<file path="src/hw/rtl/adb_pkg.sv">
// shared types, codes and sizes for the message deframer
// no dependencies
package adb_pkg;

  localparam int MAX_DATA    = 4096;
  localparam int LEFT_W      = $clog2(MAX_DATA + 1);
  localparam int HDR_BYTES   = 24;
  localparam int HDR_W       = 8 * HDR_BYTES;
  localparam int HCNT_W      = 5;
  localparam int CAP_W       = 13;
  localparam int QUEUE_DEPTH = 2;
  localparam int QPTR_W      = (QUEUE_DEPTH > 1) ? $clog2(QUEUE_DEPTH) : 1;
  localparam int QCNT_W      = $clog2(QUEUE_DEPTH + 1);
  localparam int CFG_ADDR_W  = 3;

  localparam int W_CMD   = 0;
  localparam int W_ARG0  = 1;
  localparam int W_ARG1  = 2;
  localparam int W_LEN   = 3;
  localparam int W_CHECK = 4;
  localparam int W_MAGIC = 5;

  localparam logic [31:0]      MAGIC_MASK      = 32'hffff_ffff;
  localparam logic [31:0]      MAX_DATA_W32    = 32'(MAX_DATA);
  localparam logic [CAP_W-1:0] MAX_PAYLOAD_RST = CAP_W'(4096);

  localparam logic ACT_BYTE    = 1'b0;
  localparam logic ACT_RESTART = 1'b1;

  localparam logic [1:0] KIND_HEADER    = 2'd0;
  localparam logic [1:0] KIND_PAYLOAD   = 2'd1;
  localparam logic [1:0] KIND_BAD_MAGIC = 2'd2;
  localparam logic [1:0] KIND_TOO_LONG  = 2'd3;

  localparam logic [CFG_ADDR_W-3:0] REG_MAX_PAYLOAD = '0;

  typedef enum logic [1:0] {
    PH_HEADER,
    PH_PAYLOAD,
    PH_FROZEN
  } phase_t;

  typedef struct packed {
    logic       action;
    logic [7:0] rx_byte;
  } in_t;

  typedef struct packed {
    logic [1:0]  kind;
    logic [31:0] command_word;
    logic [31:0] first_arg;
    logic [31:0] second_arg;
    logic [31:0] payload_length;
    logic [7:0]  payload_byte;
    logic        message_end;
    logic        check_ok;
  } out_t;

endpackage

</file>
<file path="src/hw/rtl/adb_regs.sv">
// apb-style configuration register file for the deframer
// depends on adb_pkg
module adb_regs (
  input  logic                           clk,
  input  logic                           rst_n,
  input  logic                           psel,
  input  logic                           penable,
  input  logic                           pwrite,
  input  logic [adb_pkg::CFG_ADDR_W-1:0] paddr,
  input  logic [31:0]                    pwdata,
  output logic [31:0]                    prdata,
  output logic                           pready,
  output logic [adb_pkg::CAP_W-1:0]      max_payload
);

  logic [adb_pkg::CAP_W-1:0]      max_payload_r;
  logic [adb_pkg::CAP_W-1:0]      max_payload_nxt;
  logic [adb_pkg::CFG_ADDR_W-3:0] reg_idx;
  logic                           wr_en;

  assign pready  = 1'b1;
  assign reg_idx = paddr[adb_pkg::CFG_ADDR_W-1:2];
  assign wr_en   = psel & penable & pwrite & pready;

  always_comb begin
    max_payload_nxt = max_payload_r;
    prdata          = '0;
    unique case (reg_idx)
      adb_pkg::REG_MAX_PAYLOAD: begin
        prdata = {{(32 - adb_pkg::CAP_W){1'b0}}, max_payload_r};
        if (wr_en) begin
          max_payload_nxt = pwdata[adb_pkg::CAP_W-1:0];
        end
      end
      default: begin
        prdata = '0;
      end
    endcase
  end

  always_ff @(posedge clk) begin
    if (!rst_n) begin
      max_payload_r <= adb_pkg::MAX_PAYLOAD_RST;
    end else begin
      max_payload_r <= max_payload_nxt;
    end
  end

  assign max_payload = max_payload_r;

endmodule

</file>
<file path="src/hw/rtl/adb_front.sv">
// front end: header assembly, header checks, payload pass-through and sum
// depends on adb_pkg
module adb_front (
  input  logic                      clk,
  input  logic                      rst_n,
  input  logic                      accept,
  input  adb_pkg::in_t              in_data,
  input  logic [adb_pkg::CAP_W-1:0] max_payload,
  output logic                      push,
  output adb_pkg::out_t             push_data
);

  adb_pkg::phase_t                phase_r, phase_nxt;
  logic [adb_pkg::HCNT_W-1:0]     hcnt_r, hcnt_nxt;
  logic [adb_pkg::HDR_W-1:0]      hdr_r, hdr_nxt;
  logic [adb_pkg::LEFT_W-1:0]     left_r, left_nxt;
  logic [31:0]                    sum_r, sum_nxt;

  logic [adb_pkg::HDR_W-1:0] hdr_full;
  logic [31:0]               w_cmd, w_arg0, w_arg1, w_len, w_magic, w_check;
  logic [31:0]               max32, cap32, sum_add;
  logic                      is_byte, hdr_last, bad_magic, too_long, len_zero;
  logic                      pay_last, sum_ok;

  assign hdr_full = {in_data.rx_byte, hdr_r[adb_pkg::HDR_W-1:8]};
  assign w_cmd    = hdr_full[32*adb_pkg::W_CMD   +: 32];
  assign w_arg0   = hdr_full[32*adb_pkg::W_ARG0  +: 32];
  assign w_arg1   = hdr_full[32*adb_pkg::W_ARG1  +: 32];
  assign w_len    = hdr_full[32*adb_pkg::W_LEN   +: 32];
  assign w_magic  = hdr_full[32*adb_pkg::W_MAGIC +: 32];
  assign w_check  = hdr_r[32*adb_pkg::W_CHECK +: 32];

  assign max32     = {{(32 - adb_pkg::CAP_W){1'b0}}, max_payload};
  assign cap32     = (max32 < adb_pkg::MAX_DATA_W32) ? max32 : adb_pkg::MAX_DATA_W32;
  assign is_byte   = accept && (in_data.action == adb_pkg::ACT_BYTE);
  assign hdr_last  = (hcnt_r == adb_pkg::HCNT_W'(adb_pkg::HDR_BYTES - 1));
  assign bad_magic = (w_magic != (w_cmd ^ adb_pkg::MAGIC_MASK));
  assign too_long  = (w_len > cap32);
  assign len_zero  = (w_len == 32'd0);
  assign sum_add   = sum_r + {24'd0, in_data.rx_byte};
  assign pay_last  = (left_r <= adb_pkg::LEFT_W'(1));
  assign sum_ok    = (sum_add == w_check);

  // next state
  always_comb begin
    phase_nxt = phase_r;
    hcnt_nxt  = hcnt_r;
    hdr_nxt   = hdr_r;
    left_nxt  = left_r;
    sum_nxt   = sum_r;
    if (accept && (in_data.action == adb_pkg::ACT_RESTART)) begin
      phase_nxt = adb_pkg::PH_HEADER;
      hcnt_nxt  = '0;
      left_nxt  = '0;
      sum_nxt   = '0;
    end else if (is_byte) begin
      unique case (phase_r)
        adb_pkg::PH_HEADER: begin
          hdr_nxt = hdr_full;
          if (hdr_last) begin
            hcnt_nxt = '0;
            sum_nxt  = '0;
            if (bad_magic || too_long) begin
              phase_nxt = adb_pkg::PH_FROZEN;
            end else if (!len_zero) begin
              phase_nxt = adb_pkg::PH_PAYLOAD;
              left_nxt  = w_len[adb_pkg::LEFT_W-1:0];
            end
          end else begin
            hcnt_nxt = hcnt_r + adb_pkg::HCNT_W'(1);
          end
        end
        adb_pkg::PH_PAYLOAD: begin
          if (pay_last) begin
            left_nxt  = '0;
            sum_nxt   = '0;
            phase_nxt = sum_ok ? adb_pkg::PH_HEADER : adb_pkg::PH_FROZEN;
          end else begin
            left_nxt = left_r - adb_pkg::LEFT_W'(1);
            sum_nxt  = sum_add;
          end
        end
        adb_pkg::PH_FROZEN: begin
          phase_nxt = adb_pkg::PH_FROZEN;
        end
        default: begin
          phase_nxt = adb_pkg::PH_FROZEN;
        end
      endcase
    end
  end

  // result generation
  always_comb begin
    push      = 1'b0;
    push_data = '0;
    if (is_byte) begin
      unique case (phase_r)
        adb_pkg::PH_HEADER: begin
          if (hdr_last) begin
            push                     = 1'b1;
            push_data.command_word   = w_cmd;
            push_data.first_arg      = w_arg0;
            push_data.second_arg     = w_arg1;
            push_data.payload_length = w_len;
            if (bad_magic) begin
              push_data.kind = adb_pkg::KIND_BAD_MAGIC;
            end else if (too_long) begin
              push_data.kind = adb_pkg::KIND_TOO_LONG;
            end else begin
              push_data.kind        = adb_pkg::KIND_HEADER;
              push_data.message_end = len_zero;
              push_data.check_ok    = len_zero;
            end
          end
        end
        adb_pkg::PH_PAYLOAD: begin
          push                   = 1'b1;
          push_data.kind         = adb_pkg::KIND_PAYLOAD;
          push_data.payload_byte = in_data.rx_byte;
          push_data.message_end  = pay_last;
          push_data.check_ok     = pay_last && sum_ok;
        end
        adb_pkg::PH_FROZEN: begin
          push = 1'b0;
        end
        default: begin
          push = 1'b0;
        end
      endcase
    end
  end

  always_ff @(posedge clk) begin
    if (!rst_n) begin
      phase_r <= adb_pkg::PH_HEADER;
      hcnt_r  <= '0;
      left_r  <= '0;
      sum_r   <= '0;
    end else begin
      phase_r <= phase_nxt;
      hcnt_r  <= hcnt_nxt;
      left_r  <= left_nxt;
      sum_r   <= sum_nxt;
    end
  end

  // header bytes shift in; 24 shifts overwrite the whole word set
  always_ff @(posedge clk) begin
    hdr_r <= hdr_nxt;
  end

endmodule

</file>
<file path="src/hw/rtl/adb_queue.sv">
// short result queue between front end and output channel
// depends on adb_pkg
module adb_queue (
  input  logic          clk,
  input  logic          rst_n,
  input  logic          push,
  input  adb_pkg::out_t push_data,
  output logic          full,
  output logic          out_valid,
  input  logic          out_ready,
  output adb_pkg::out_t out_data
);

  adb_pkg::out_t              mem_r [adb_pkg::QUEUE_DEPTH];
  logic [adb_pkg::QPTR_W-1:0] wr_ptr_r, wr_ptr_nxt;
  logic [adb_pkg::QPTR_W-1:0] rd_ptr_r, rd_ptr_nxt;
  logic [adb_pkg::QCNT_W-1:0] cnt_r, cnt_nxt;
  logic                       do_push, do_pop;

  localparam logic [adb_pkg::QPTR_W-1:0] PTR_LAST = adb_pkg::QPTR_W'(adb_pkg::QUEUE_DEPTH - 1);

  assign full      = (cnt_r == adb_pkg::QCNT_W'(adb_pkg::QUEUE_DEPTH));
  assign out_valid = (cnt_r != '0);
  assign out_data  = mem_r[rd_ptr_r];
  assign do_push   = push && !full;
  assign do_pop    = out_valid && out_ready;

  always_comb begin
    wr_ptr_nxt = wr_ptr_r;
    rd_ptr_nxt = rd_ptr_r;
    cnt_nxt    = cnt_r;
    if (do_push) begin
      wr_ptr_nxt = (wr_ptr_r == PTR_LAST) ? '0 : wr_ptr_r + adb_pkg::QPTR_W'(1);
    end
    if (do_pop) begin
      rd_ptr_nxt = (rd_ptr_r == PTR_LAST) ? '0 : rd_ptr_r + adb_pkg::QPTR_W'(1);
    end
    if (do_push && !do_pop) begin
      cnt_nxt = cnt_r + adb_pkg::QCNT_W'(1);
    end else if (!do_push && do_pop) begin
      cnt_nxt = cnt_r - adb_pkg::QCNT_W'(1);
    end
  end

  always_ff @(posedge clk) begin
    if (!rst_n) begin
      wr_ptr_r <= '0;
      rd_ptr_r <= '0;
      cnt_r    <= '0;
    end else begin
      wr_ptr_r <= wr_ptr_nxt;
      rd_ptr_r <= rd_ptr_nxt;
      cnt_r    <= cnt_nxt;
    end
  end

  always_ff @(posedge clk) begin
    if (do_push) begin
      mem_r[wr_ptr_r] <= push_data;
    end
  end

endmodule

</file>
<file path="src/hw/rtl/adb_message_deframer.sv">
// deframer top level: config registers, front end and result queue
// depends on adb_pkg, adb_regs, adb_front, adb_queue
// a result is registered into the result queue and offered on out_valid once earlier results are taken
// throughput: one item per cycle; in_ready falls only when the two-entry result queue is full
// items that give no result still stall while the queue is full
// synchronous active-low reset: header phase, counters and queue cleared, max_payload to 4096
module adb_message_deframer (
  input  logic                           clk,
  input  logic                           rst_n,
  input  logic                           in_valid,
  output logic                           in_ready,
  input  adb_pkg::in_t                   in_data,
  output logic                           out_valid,
  input  logic                           out_ready,
  output adb_pkg::out_t                  out_data,
  input  logic                           psel,
  input  logic                           penable,
  input  logic                           pwrite,
  input  logic [adb_pkg::CFG_ADDR_W-1:0] paddr,
  input  logic [31:0]                    pwdata,
  output logic [31:0]                    prdata,
  output logic                           pready
);

  logic [adb_pkg::CAP_W-1:0] max_payload;
  logic                      accept;
  logic                      push;
  logic                      full;
  adb_pkg::out_t             push_data;

  assign in_ready = !full;
  assign accept   = in_valid && in_ready;

  adb_regs u_regs (
    .clk         (clk),
    .rst_n       (rst_n),
    .psel        (psel),
    .penable     (penable),
    .pwrite      (pwrite),
    .paddr       (paddr),
    .pwdata      (pwdata),
    .prdata      (prdata),
    .pready      (pready),
    .max_payload (max_payload)
  );

  adb_front u_front (
    .clk         (clk),
    .rst_n       (rst_n),
    .accept      (accept),
    .in_data     (in_data),
    .max_payload (max_payload),
    .push        (push),
    .push_data   (push_data)
  );

  adb_queue u_queue (
    .clk       (clk),
    .rst_n     (rst_n),
    .push      (push),
    .push_data (push_data),
    .full      (full),
    .out_valid (out_valid),
    .out_ready (out_ready),
    .out_data  (out_data)
  );

endmodule

</file>
<file path="config.mk">
export PLATFORM = sky130hd
export DESIGN_NAME = adb_message_deframer
export DESIGN_NICKNAME = d
export VERILOG_FILES = /design/src/hw/rtl/adb_pkg.sv /design/src/hw/rtl/adb_regs.sv /design/src/hw/rtl/adb_front.sv /design/src/hw/rtl/adb_queue.sv /design/src/hw/rtl/adb_message_deframer.sv
export SDC_FILE = /design/constraint.sdc
export NUM_CORES = 1
export LEC_CHECK = 0
export BUFFER_PORTS_ARGS = -buffer_cell sky130_fd_sc_hd__buf_2
export CORE_UTILIZATION = 35
export CTS_BUF_LIST = sky130_fd_sc_hd__clkbuf_4 sky130_fd_sc_hd__clkbuf_8
export CTS_CLUSTER_SIZE = 16
export DETAILED_ROUTE_END_ITERATION = 7
export PLACE_DENSITY = 0.49
export SLEW_MARGIN = 40
export SYNTH_ARGS = -nofsm -noshare
export SYNTH_HDL_FRONTEND = slang
export SYNTH_SLANG_ARGS = --single-unit
</file>
<file path="constraint.sdc">
create_clock -name clk -period 18.8 [get_ports clk]
set_input_delay 3.76 -clock clk [delete_from_list [all_inputs] [get_ports clk]]
set_output_delay 3.76 -clock clk [all_outputs]
set_load 0.01 [all_outputs]
</file>
==> results of run 1 <==
## layout by cell type (no fill, tap or decap), types with 9 or more instances in the layout
cell      synthesis  routed
a211oi_1         15      15
a21oi_1          75      75
a22oi_1           9       9
and2_1           14      13
and3_1          131     131
buf_2             3     184
clkbuf_4          0      24
clkbuf_8          0      96
clkinv_1          2      19
clkinv_2          0      18
conb_1            2      20
dfxtp_1          70      69
edfxtp_1        464     464
ha_1             25      25
inv_1            12      11
mux2_2          141     141
nand2_1         100      99
nand3_1          21      21
nand4_1          27      27
nor2_1           90      88
nor2b_1          17      17
nor3_1           26      24
nor4_1           20      20
o21ai_0          32      32
or3_1             9       9
or4_1             9       9
xnor2_1          32      32
xor2_1           56      56
## sequential cells by signal, summed over array words and instances, names as in the netlist, named ones only
signal              flops
u_regs.max_payload     13
u_front.sum_r          32
u_queue.mem_r         280
u_queue.rd_ptr_r        1
u_front.hdr_r         184
u_front.phase_r         2
u_queue.cnt_r           2
u_queue.wr_ptr_r        1
u_front.left_r         13
u_front.hcnt_r          5
## per-layer routing
metal  wire (microns)  track usage  share of wire  vias to the layer above
li1                 -            -              -                     6395
met5                0            0              0                        -
met2            25300        0.258           0.46                      352
met3             2950       0.0356          0.054                      104
met1            24400        0.220           0.45                     6866
met4             1900       0.0785          0.035                        0
## final timing paths
| path | slack, ns | endpoint | from | cells after the start |
|---|---|---|---|---|
| worst max register to register | 14.30 | u_queue.mem_r[1][126] | u_front.hcnt_r[0] | 8 |
| worst max-delay path | 10.82 | prdata[9] | paddr[2] | 3 |
| worst min register to register | 0.42 | u_front.hdr_r[155] | u_front.hdr_r[163] | 0 |
| worst min-delay path | 0.42 | u_front.hdr_r[155] | u_front.hdr_r[163] | 0 |
## power groups by stage
stage	clock network (mW)	registers [mW]	logic, mW
floorplan	0	1.33	0.0490
global placement	0	1.34	0.0629
detailed placement	0	1.34	0.0685
CTS	1.15	1.31	0.0687
global route	1.20	1.32	0.0747
finish	1.11	1.31	0.0675
## area by class of cell
class / count / area, sq um
diodes: 1 / 2.50
repair buffers: 201 / 1150
multi-input cells: 955 / 6620
inverters: 14 / 65.1
well taps: 846 / 1060
fillers: 5993 / 36900
clock inverters: 50 / 454
clock buffers: 120 / 1500
flip-flops and latches: 534 / 15300
## kinds of logic (layout without fill, tap and decap cells)
| logic type | count (synthesis) | count (layout) |
|---|---|---|
| flops | 534 | 534 |
| simple gates | 493 | 493 |
| compound gates | 184 | 184 |
| mux | 143 | 143 |
| buf+inv | 120 | 385 |
| xor+xnor | 89 | 89 |
| fa+ha+maj | 26 | 26 |
| other cells | 2 | 21 |
## per-stage QoR
step	utilization	cells	setup WS, ns	hold slack (ns)	instance area, sq um
floorplan	-	1609	7.46	0.400	22500
global placement	0.382	2545	10.84	0.408	24100
detailed placement	0.384	2550	10.82	0.417	24200
CTS	0.415	2720	10.82	0.419	26200
global route	0.415	2720	10.77	0.428	26200
finish	0.415	2721	10.82	0.415	26200
==> summary.md, run 1 <==
| Metric | Value |
|---|---|
| Synth Flop Type | edfxtp_1 |
| Row cnt | 92 |
| Cts repair resizes | 0 |
| DRC | 0 |
| Pint | 1.95 mW |
| Total core area | between 60000 and 70000 sq um |
| Most common cell in the netlist | edfxtp_1 |
| Largest net degree at the start of global routing | around 150 |
| FFs w/ async S/R, synth | 0 |
| Fmax | 125 MHz |
| Initial antenna violation count | 0 |
| Pwr Total | ~2.5 mW |
| Via count | 13700 |
| Leakage Power | between 10 and 15 nW |
| Synth Area in Adders | 0.0149 |
| Seq/Total Area, Yosys | 0.685 |
| GRT Overall Usage | 0.166 |
| Initial core utilization | 0.355 |
| Number of global-route vias before repair | 13600 |
| Net Switching | approximately 0.55 mW |
| Crit-path cells | buf_2, nor2b_1, buf_2 |
| RePlAce Congestion | 0.850 |
| Combinational share of power | 0.027 |
| CP max stage cell | buf_2 |
| Synth Area in XOR/XNOR | 0.0354 |
| Area grow syn2layout | 17.0% |
| Synth area leaders | edfxtp_1 (62%), mux2_2 (7.1%), dfxtp_1 (6.3%) |
| RSZ-0062 raised after global routing | no |
| Number of max-cap violations | 0 |
| Setup_tns | 0 ns |
| Global route total overflow | 0 |
| WP buf/inv | 2 |
| Overall die width | approximately 250 microns |
| H-tree Lvls | 3 |
| Total wire length | approximately 55 mm |
| Worst slew margin | 0.440 |
| Synth area leader | edfxtp_1 |
| CP Max Fanout | 15 |
| Avg Inst Size Synth | between 10 and 15 sq um |
| YS warnings | 0 |
| Wire length per cell | roughly 20 microns |
| Initial DRT Pass Iterations | 5 |
| Reg power frac | 0.527 |
| Clock sinks | around 530 |
| Clk Latency, worst-skew pair | 0.70 ns |
| Post-DRT Antenna Nets | 0 |
| Synth cell count leaders | edfxtp_1 (464), mux2_2 (141), and3_1 (131), nand2_1 (100), nor2_1 (90) |
| Post-Synth Simple-Gate Area | 0.117 |
| Clock Path Buffers | 3 |
| EDFF count, synth | between 400 and 500 |
| First DRT Iteration DRCs | about 920 |
| Crit-path most repeated cell | buf_2 |
| Mapped Cells | roughly 1600 |
| Switching share of power | 0.220 |
| Clock transition at the registers of the reported paths | 0.06 ns |
| Endpoints failing setup | 0 |
| Class of the worst hold path | reg2reg |
| Clock root cell | clkbuf_8 |
| CP max stage delay | 0.18 ns |
| Register bit total from synthesis | 534 |
| Pwr per Cell Area | ~95 nW/um^2 |
| Mapped Area | 22400 sq um |
| Worst-margin pin slew | between 0.8 and 0.9 ns |
| Total Die Area | ~65000 sq um |
| CP required | ~15 ns |
| CP arrival | around 4.2 ns |
| Outcome | finished clean |
| I/O pin cnt | approximately 230 |
| Final worst clock skew | 0.0475 ns |
| Fin. Hold Viols | 0 |
| Die Y | 255 microns |
| Peak VDD IR | approximately 0.000053 V |
| Final #Nets | around 1900 |
| CP top delay family | buffers and inverters |
| Slew Limit Fails | 0 |
| Critical path endpoint category | output pin |
| CTS tree | built |
| # hold bufs at CTS | 0 |
| Number of setup buffers added after CTS | 0 |
| Hpwl dp | ~35 mm |
| Share of cells above drive strength 1 | 0.280 |
| Synth top area share | 0.622 |
| First-pass GRT wire length | ~81 mm |
| Vias per cell | between 5 and 6 |
| Minimum clock period | 7.98 ns |
| Fin crit share | 0.424 |
| Clock buffer count from CTS | between 90 and 100 |
| Startpoint types | input port |
| Kind of critical path | in2out |
| Synth Area in Compound Gates | 0.0515 |
| PortBufs | between 150 and 200 |
| Clock power frac | 0.446 |
| Unique cell type count in the Yosys netlist | 68 |
| Main combinational cell family by area after synthesis | simple AND/OR/NAND/NOR gates |
| Post-synthesis mux area share | 0.0718 |
(Power assumes the default switching activity.)
==> run 2, diff against run 1 <==
--- a/config.mk
+++ b/config.mk
@@ -5,12 +5,13 @@
 export SDC_FILE = /design/constraint.sdc
 export NUM_CORES = 1
 export LEC_CHECK = 0
+export ABC_AREA = 1
 export BUFFER_PORTS_ARGS = -buffer_cell sky130_fd_sc_hd__buf_2
 export CORE_UTILIZATION = 35
 export CTS_BUF_LIST = sky130_fd_sc_hd__clkbuf_4 sky130_fd_sc_hd__clkbuf_8
 export CTS_CLUSTER_SIZE = 16
 export DETAILED_ROUTE_END_ITERATION = 7
-export PLACE_DENSITY = 0.49
+export PLACE_DENSITY = 0.51
 export SLEW_MARGIN = 40
 export SYNTH_ARGS = -nofsm -noshare
 export SYNTH_HDL_FRONTEND = slang
==> constraint.sdc (replaced) <==
create_clock -name clk -period 7.1 [get_ports clk]
set_input_delay 1.42 -clock clk [delete_from_list [all_inputs] [get_ports clk]]
set_output_delay 1.42 -clock clk [all_outputs]
set_load 0.01 [all_outputs]
==> run 2 against run 1 <==
  * Critical path depth rose by 1
  * Clock power increased by 150%
  * Final cell count grew 16%
  * Setup slack worse by 7.7 ns
  * Clock-buffer cell count increased by 9
  * Utilization decreased by 0.12 points
  * Sequential share of layout area decreased by 1.5 points
  * Largest cell class unchanged
==> summary.md, run 2 <==
| Metric | Value |
|---|---|
| Final #Nets | 2318 (was 1875) |
| Levels on crit path | 4 (was 3) |
| Worst R2R Setup Slack | 3.74 ns (was 14.30 ns) |
| Pwr per Cell Area | 244 nW/um^2 (was 95.3 nW/um^2) |
| FFs w/ async S/R, synth | 0 (unchanged) |
| Clock root cell | clkbuf_8 (unchanged) |
| Setup_tns | 0 ns (unchanged) |
| Synth cell count leaders | edfxtp_1 (464), nand2_1 (409), nor2_1 (259), inv_1 (171), mux2_2 (140) (was edfxtp_1 (464), mux2_2 (141), and3_1 (131), nand2_1 (100), nor2_1 (90)) |
| I/O pin cnt | 226 (unchanged) |
| Die Y | 259 microns (was 255 microns) |
| Class of the worst hold path | reg2reg (unchanged) |
| Clock buffer count from CTS | 91 (was 92) |
| YS warnings | 0 (unchanged) |
| WP buf/inv | 3 (was 2) |
| Leakage Power | 11.0 nW (was 10.4 nW) |
| Via count | 15200 (was 13700) |
| Pwr Total | 6.56 mW (was 2.50 mW) |
| Clk Latency, worst-skew pair | 0.68 ns (was 0.70 ns) |
| # hold bufs at CTS | 0 (unchanged) |
| Number of setup buffers added after CTS | 0 (unchanged) |
| Critical path endpoint category | output pin (unchanged) |
| FILL cells | 6254 (was 5993) |
| Worst Slack Setup Final | 3.12 ns (was 10.82 ns) |
| CP arrival | 2.56 ns (was 4.22 ns) |
| Max reg flops | 280 (unchanged) |
| Final core utilization | 0.414 (was 0.415) |
| Kind of critical path | reg2out (was in2out) |
| Number of max-cap violations | 0 (unchanged) |
| Fin crit share | 0.561 |
| Synth area leaders | edfxtp_1 (60%), mux2_2 (6.8%), nand2_1 (6.6%) (was edfxtp_1 (62%), mux2_2 (7.1%), dfxtp_1 (6.3%)) |
| Clock sinks | 534 (unchanged) |
| Outcome | finished clean (unchanged) |
| Hpwl dp | 39.2 mm (was 34.8 mm) |
| CP top delay family | buffers and inverters (unchanged) |
| Setup crit end | out_data[103] (was prdata[9]) |
| Pre-CTS setup slack | 2.57 ns (was 10.82 ns) |
| Fmax | ~250 MHz |
| Register bit total from synthesis | 534 (unchanged) |
| DRC | 0 (unchanged) |
| First DRT Iteration DRCs | 941 (was 921) |
| Synth Flop Type | edfxtp_1 (unchanged) |
| CP Max Fanout | 95 (was 15) |
| Synth area leader | edfxtp_1 (unchanged) |
| Crit Reg-Reg Startpoint | u_regs.max_payload[12] (was u_front.hcnt_r[0]) |
| Post-DRT Antenna Nets | 0 (unchanged) |
| CP max stage delay | 0.45 ns (was 0.18 ns) |
| Largest registers | u_queue.mem_r x280, u_front.hdr_r x184, u_front.sum_r x32 (unchanged) |
| Final worst clock skew | 0.0383 ns (was 0.0475 ns) |
| GRT Overall Usage | 0.174 (was 0.166) |
| Total wire length | 58.8 mm (was 54.6 mm) |
| Total Die Area | 67200 sq um (was 65000 sq um) |
| Worst slew margin | 0.487 (was 0.440) |
| Hold path start | u_front.hdr_r[167] (was u_front.hdr_r[163]) |
| Share of cells above drive strength 1 | 0.237 (was 0.280) |
| Row cnt | 93 (was 92) |
| Reg-to-Reg End | u_front.left_r[0] (was u_queue.mem_r[1][126]) |
| Number of global-route vias before repair | 15000 (was 13600) |
| Most common cell in the netlist | edfxtp_1 (unchanged) |
| Global route total overflow | 0 (unchanged) |
| R2R cell count | 15 (was 8) |
| EDFF count, synth | 464 (unchanged) |
| Synth top area share | 0.602 (was 0.622) |
| Largest net degree at the start of global routing | 131 (was 147) |
| First-pass GRT wire length | 88.8 mm (was 80.8 mm) |
| Multi-input logic area | 6850 sq um (was 6620 sq um) |
| CTS tree | built (unchanged) |
| Area grow syn2layout | 16.1% (was 17.0%) |
| CP required | 5.68 ns (was 15.04 ns) |
| Total core area | 64900 sq um (was 63100 sq um) |
| H-tree Lvls | 3 (unchanged) |
| CP max stage cell | dfxtp_4 (was buf_2) |
| Seq/Total Area, Yosys | 0.662 (was 0.685) |
| Endpoints failing setup | 0 (unchanged) |
| Vias per cell | 4.79 (was 5.04) |
| Crit-path cells | buf_12, buf_16, mux2_2, buf_2 (was buf_2, nor2b_1, buf_2) |
| PortBufs | 184 (unchanged) |
| Initial antenna violation count | 1 (was 0) |
| Clock Path Buffers | 3 (unchanged) |
| Unique cell type count in the Yosys netlist | 43 (was 68) |
| RePlAce Congestion | 0.886 (was 0.850) |
| RSZ-0062 raised after global routing | no (unchanged) |
| Fin. Hold Viols | 0 (unchanged) |
| Wire length per cell | 18.6 microns (was 20.1 microns) |
| FF/Latch Area | 15300 sq um (unchanged) |
| Overall die width | 259 microns (was 255 microns) |
| Initial core utilization | 0.357 (was 0.355) |
| Peak VDD IR | 0.000148 V (was 0.0000532 V) |
| Minimum clock period | between 3 and 4 ns |
| Mapped Cells | 2012 (was 1591) |
| Worst-margin pin slew | 0.769 ns (was 0.834 ns) |
| Clock transition at the registers of the reported paths | 0.06 ns (about the same) |
| Largest register by flop count | u_queue.mem_r (unchanged) |
| Mapped Area | 23200 sq um (was 22400 sq um) |
| Commonest non-fill, non-tap cell in the layout | edfxtp_1 (unchanged) |
| Avg Inst Size Synth | 11.5 sq um (was 14.1 sq um) |
| Cts repair resizes | 0 (unchanged) |
| Slew Limit Fails | 0 (unchanged) |
| Startpoint types | flip-flop (was input port) |
| Initial DRT Pass Iterations | 7 (was 5) |
| Commonest non-fill, non-tap cells in the layout | edfxtp_1 (464), nand2_1 (409), nor2_1 (256), buf_2 (184), inv_1 (169) (was edfxtp_1 (464), buf_2 (184), mux2_2 (141), and3_1 (131), nand2_1 (99)) |
-- run 2: how the worst min path moves through the flow --
stage | depth (start not counted) | slack, ns | to
after global placement | 0 | 0.40 | u_front.hdr_r[157]
after CTS | 0 | 0.41 | u_front.hdr_r[159]
after global routing | 0 | 0.43 | u_front.hdr_r[159]
after floorplan | 0 | 0.40 | u_front.hdr_r[152]
final | 0 | 0.42 | u_front.hdr_r[159]
after detailed placement | 0 | 0.40 | u_front.hdr_r[159]
-- run 2: final cells by class --
type	instances	share of cell area
inverter	185	0.0260
clock inverter	35	0.00940
multi-input combinational	1230	0.255
antenna	1	0.0000931
clock buffer	129	0.0577
sequential	534	0.571
timing repair buffer	199	0.0418
tap	855	0.0398
-- run 2: per-stage QoR --
| step | std cells | cell area, sq um | hold slack, ns |
|---|---|---|---|
| final | 3168 | 26900 | 0.417 |
| after global routing | 3167 | 26900 | 0.427 |
| after CTS | 3166 | 26900 | 0.409 |
| after detailed placement | 3002 | 25000 | 0.405 |
| after global placement | 3000 | 25000 | 0.404 |
| after floorplan | 2030 | 23200 | 0.400 |
-- run 2: cell families after synthesis --
| kind of cell | share of synthesized area |
|---|---|
| flip-flops | 0.662 |
| buffers and inverters | 0.0469 |
| other | 0.000324 |
| AO/OA/AOI/OAI | 0.0286 |
| AND/OR/NAND/NOR | 0.163 |
| adder cells (fa/ha/maj) | 0.0144 |
| XOR/XNOR | 0.0164 |
| multiplexers | 0.0681 |
-- run 2: worst register-to-register path: stages (launching register included) --
cell and delay, ns:
dfxtp_1 0.31, inv_1 0.29, nand2_1 0.12, ha_1 0.32, a21o_1 0.16, nand3_1 0.06
a21oi_1 0.06, nor3_1 0.15, nand3_1 0.10, a21oi_1 0.51, nand2_1 0.16, nand2_1 0.09
nand2_1 0.29, inv_1 0.45, nand2_1 0.09, a21oi_1 0.12
-- run 2: layer usage --
layer / global-route usage / vias up / part of all wire
li1: - / 7321 / -
met1: 0.241 / 7400 / 0.47
met2: 0.279 / 362 / 0.47
met3: 0.0316 / 80 / 0.045
met4: 0.0480 / 0 / 0.018
met5: 0 / - / 0
-- run 2: report_power, final --
part	internal (mW)	total, mW	switching, mW
clock network	1.49	2.76	1.27
registers	3.46	3.52	0.0616
logic	0.0958	0.283	0.188
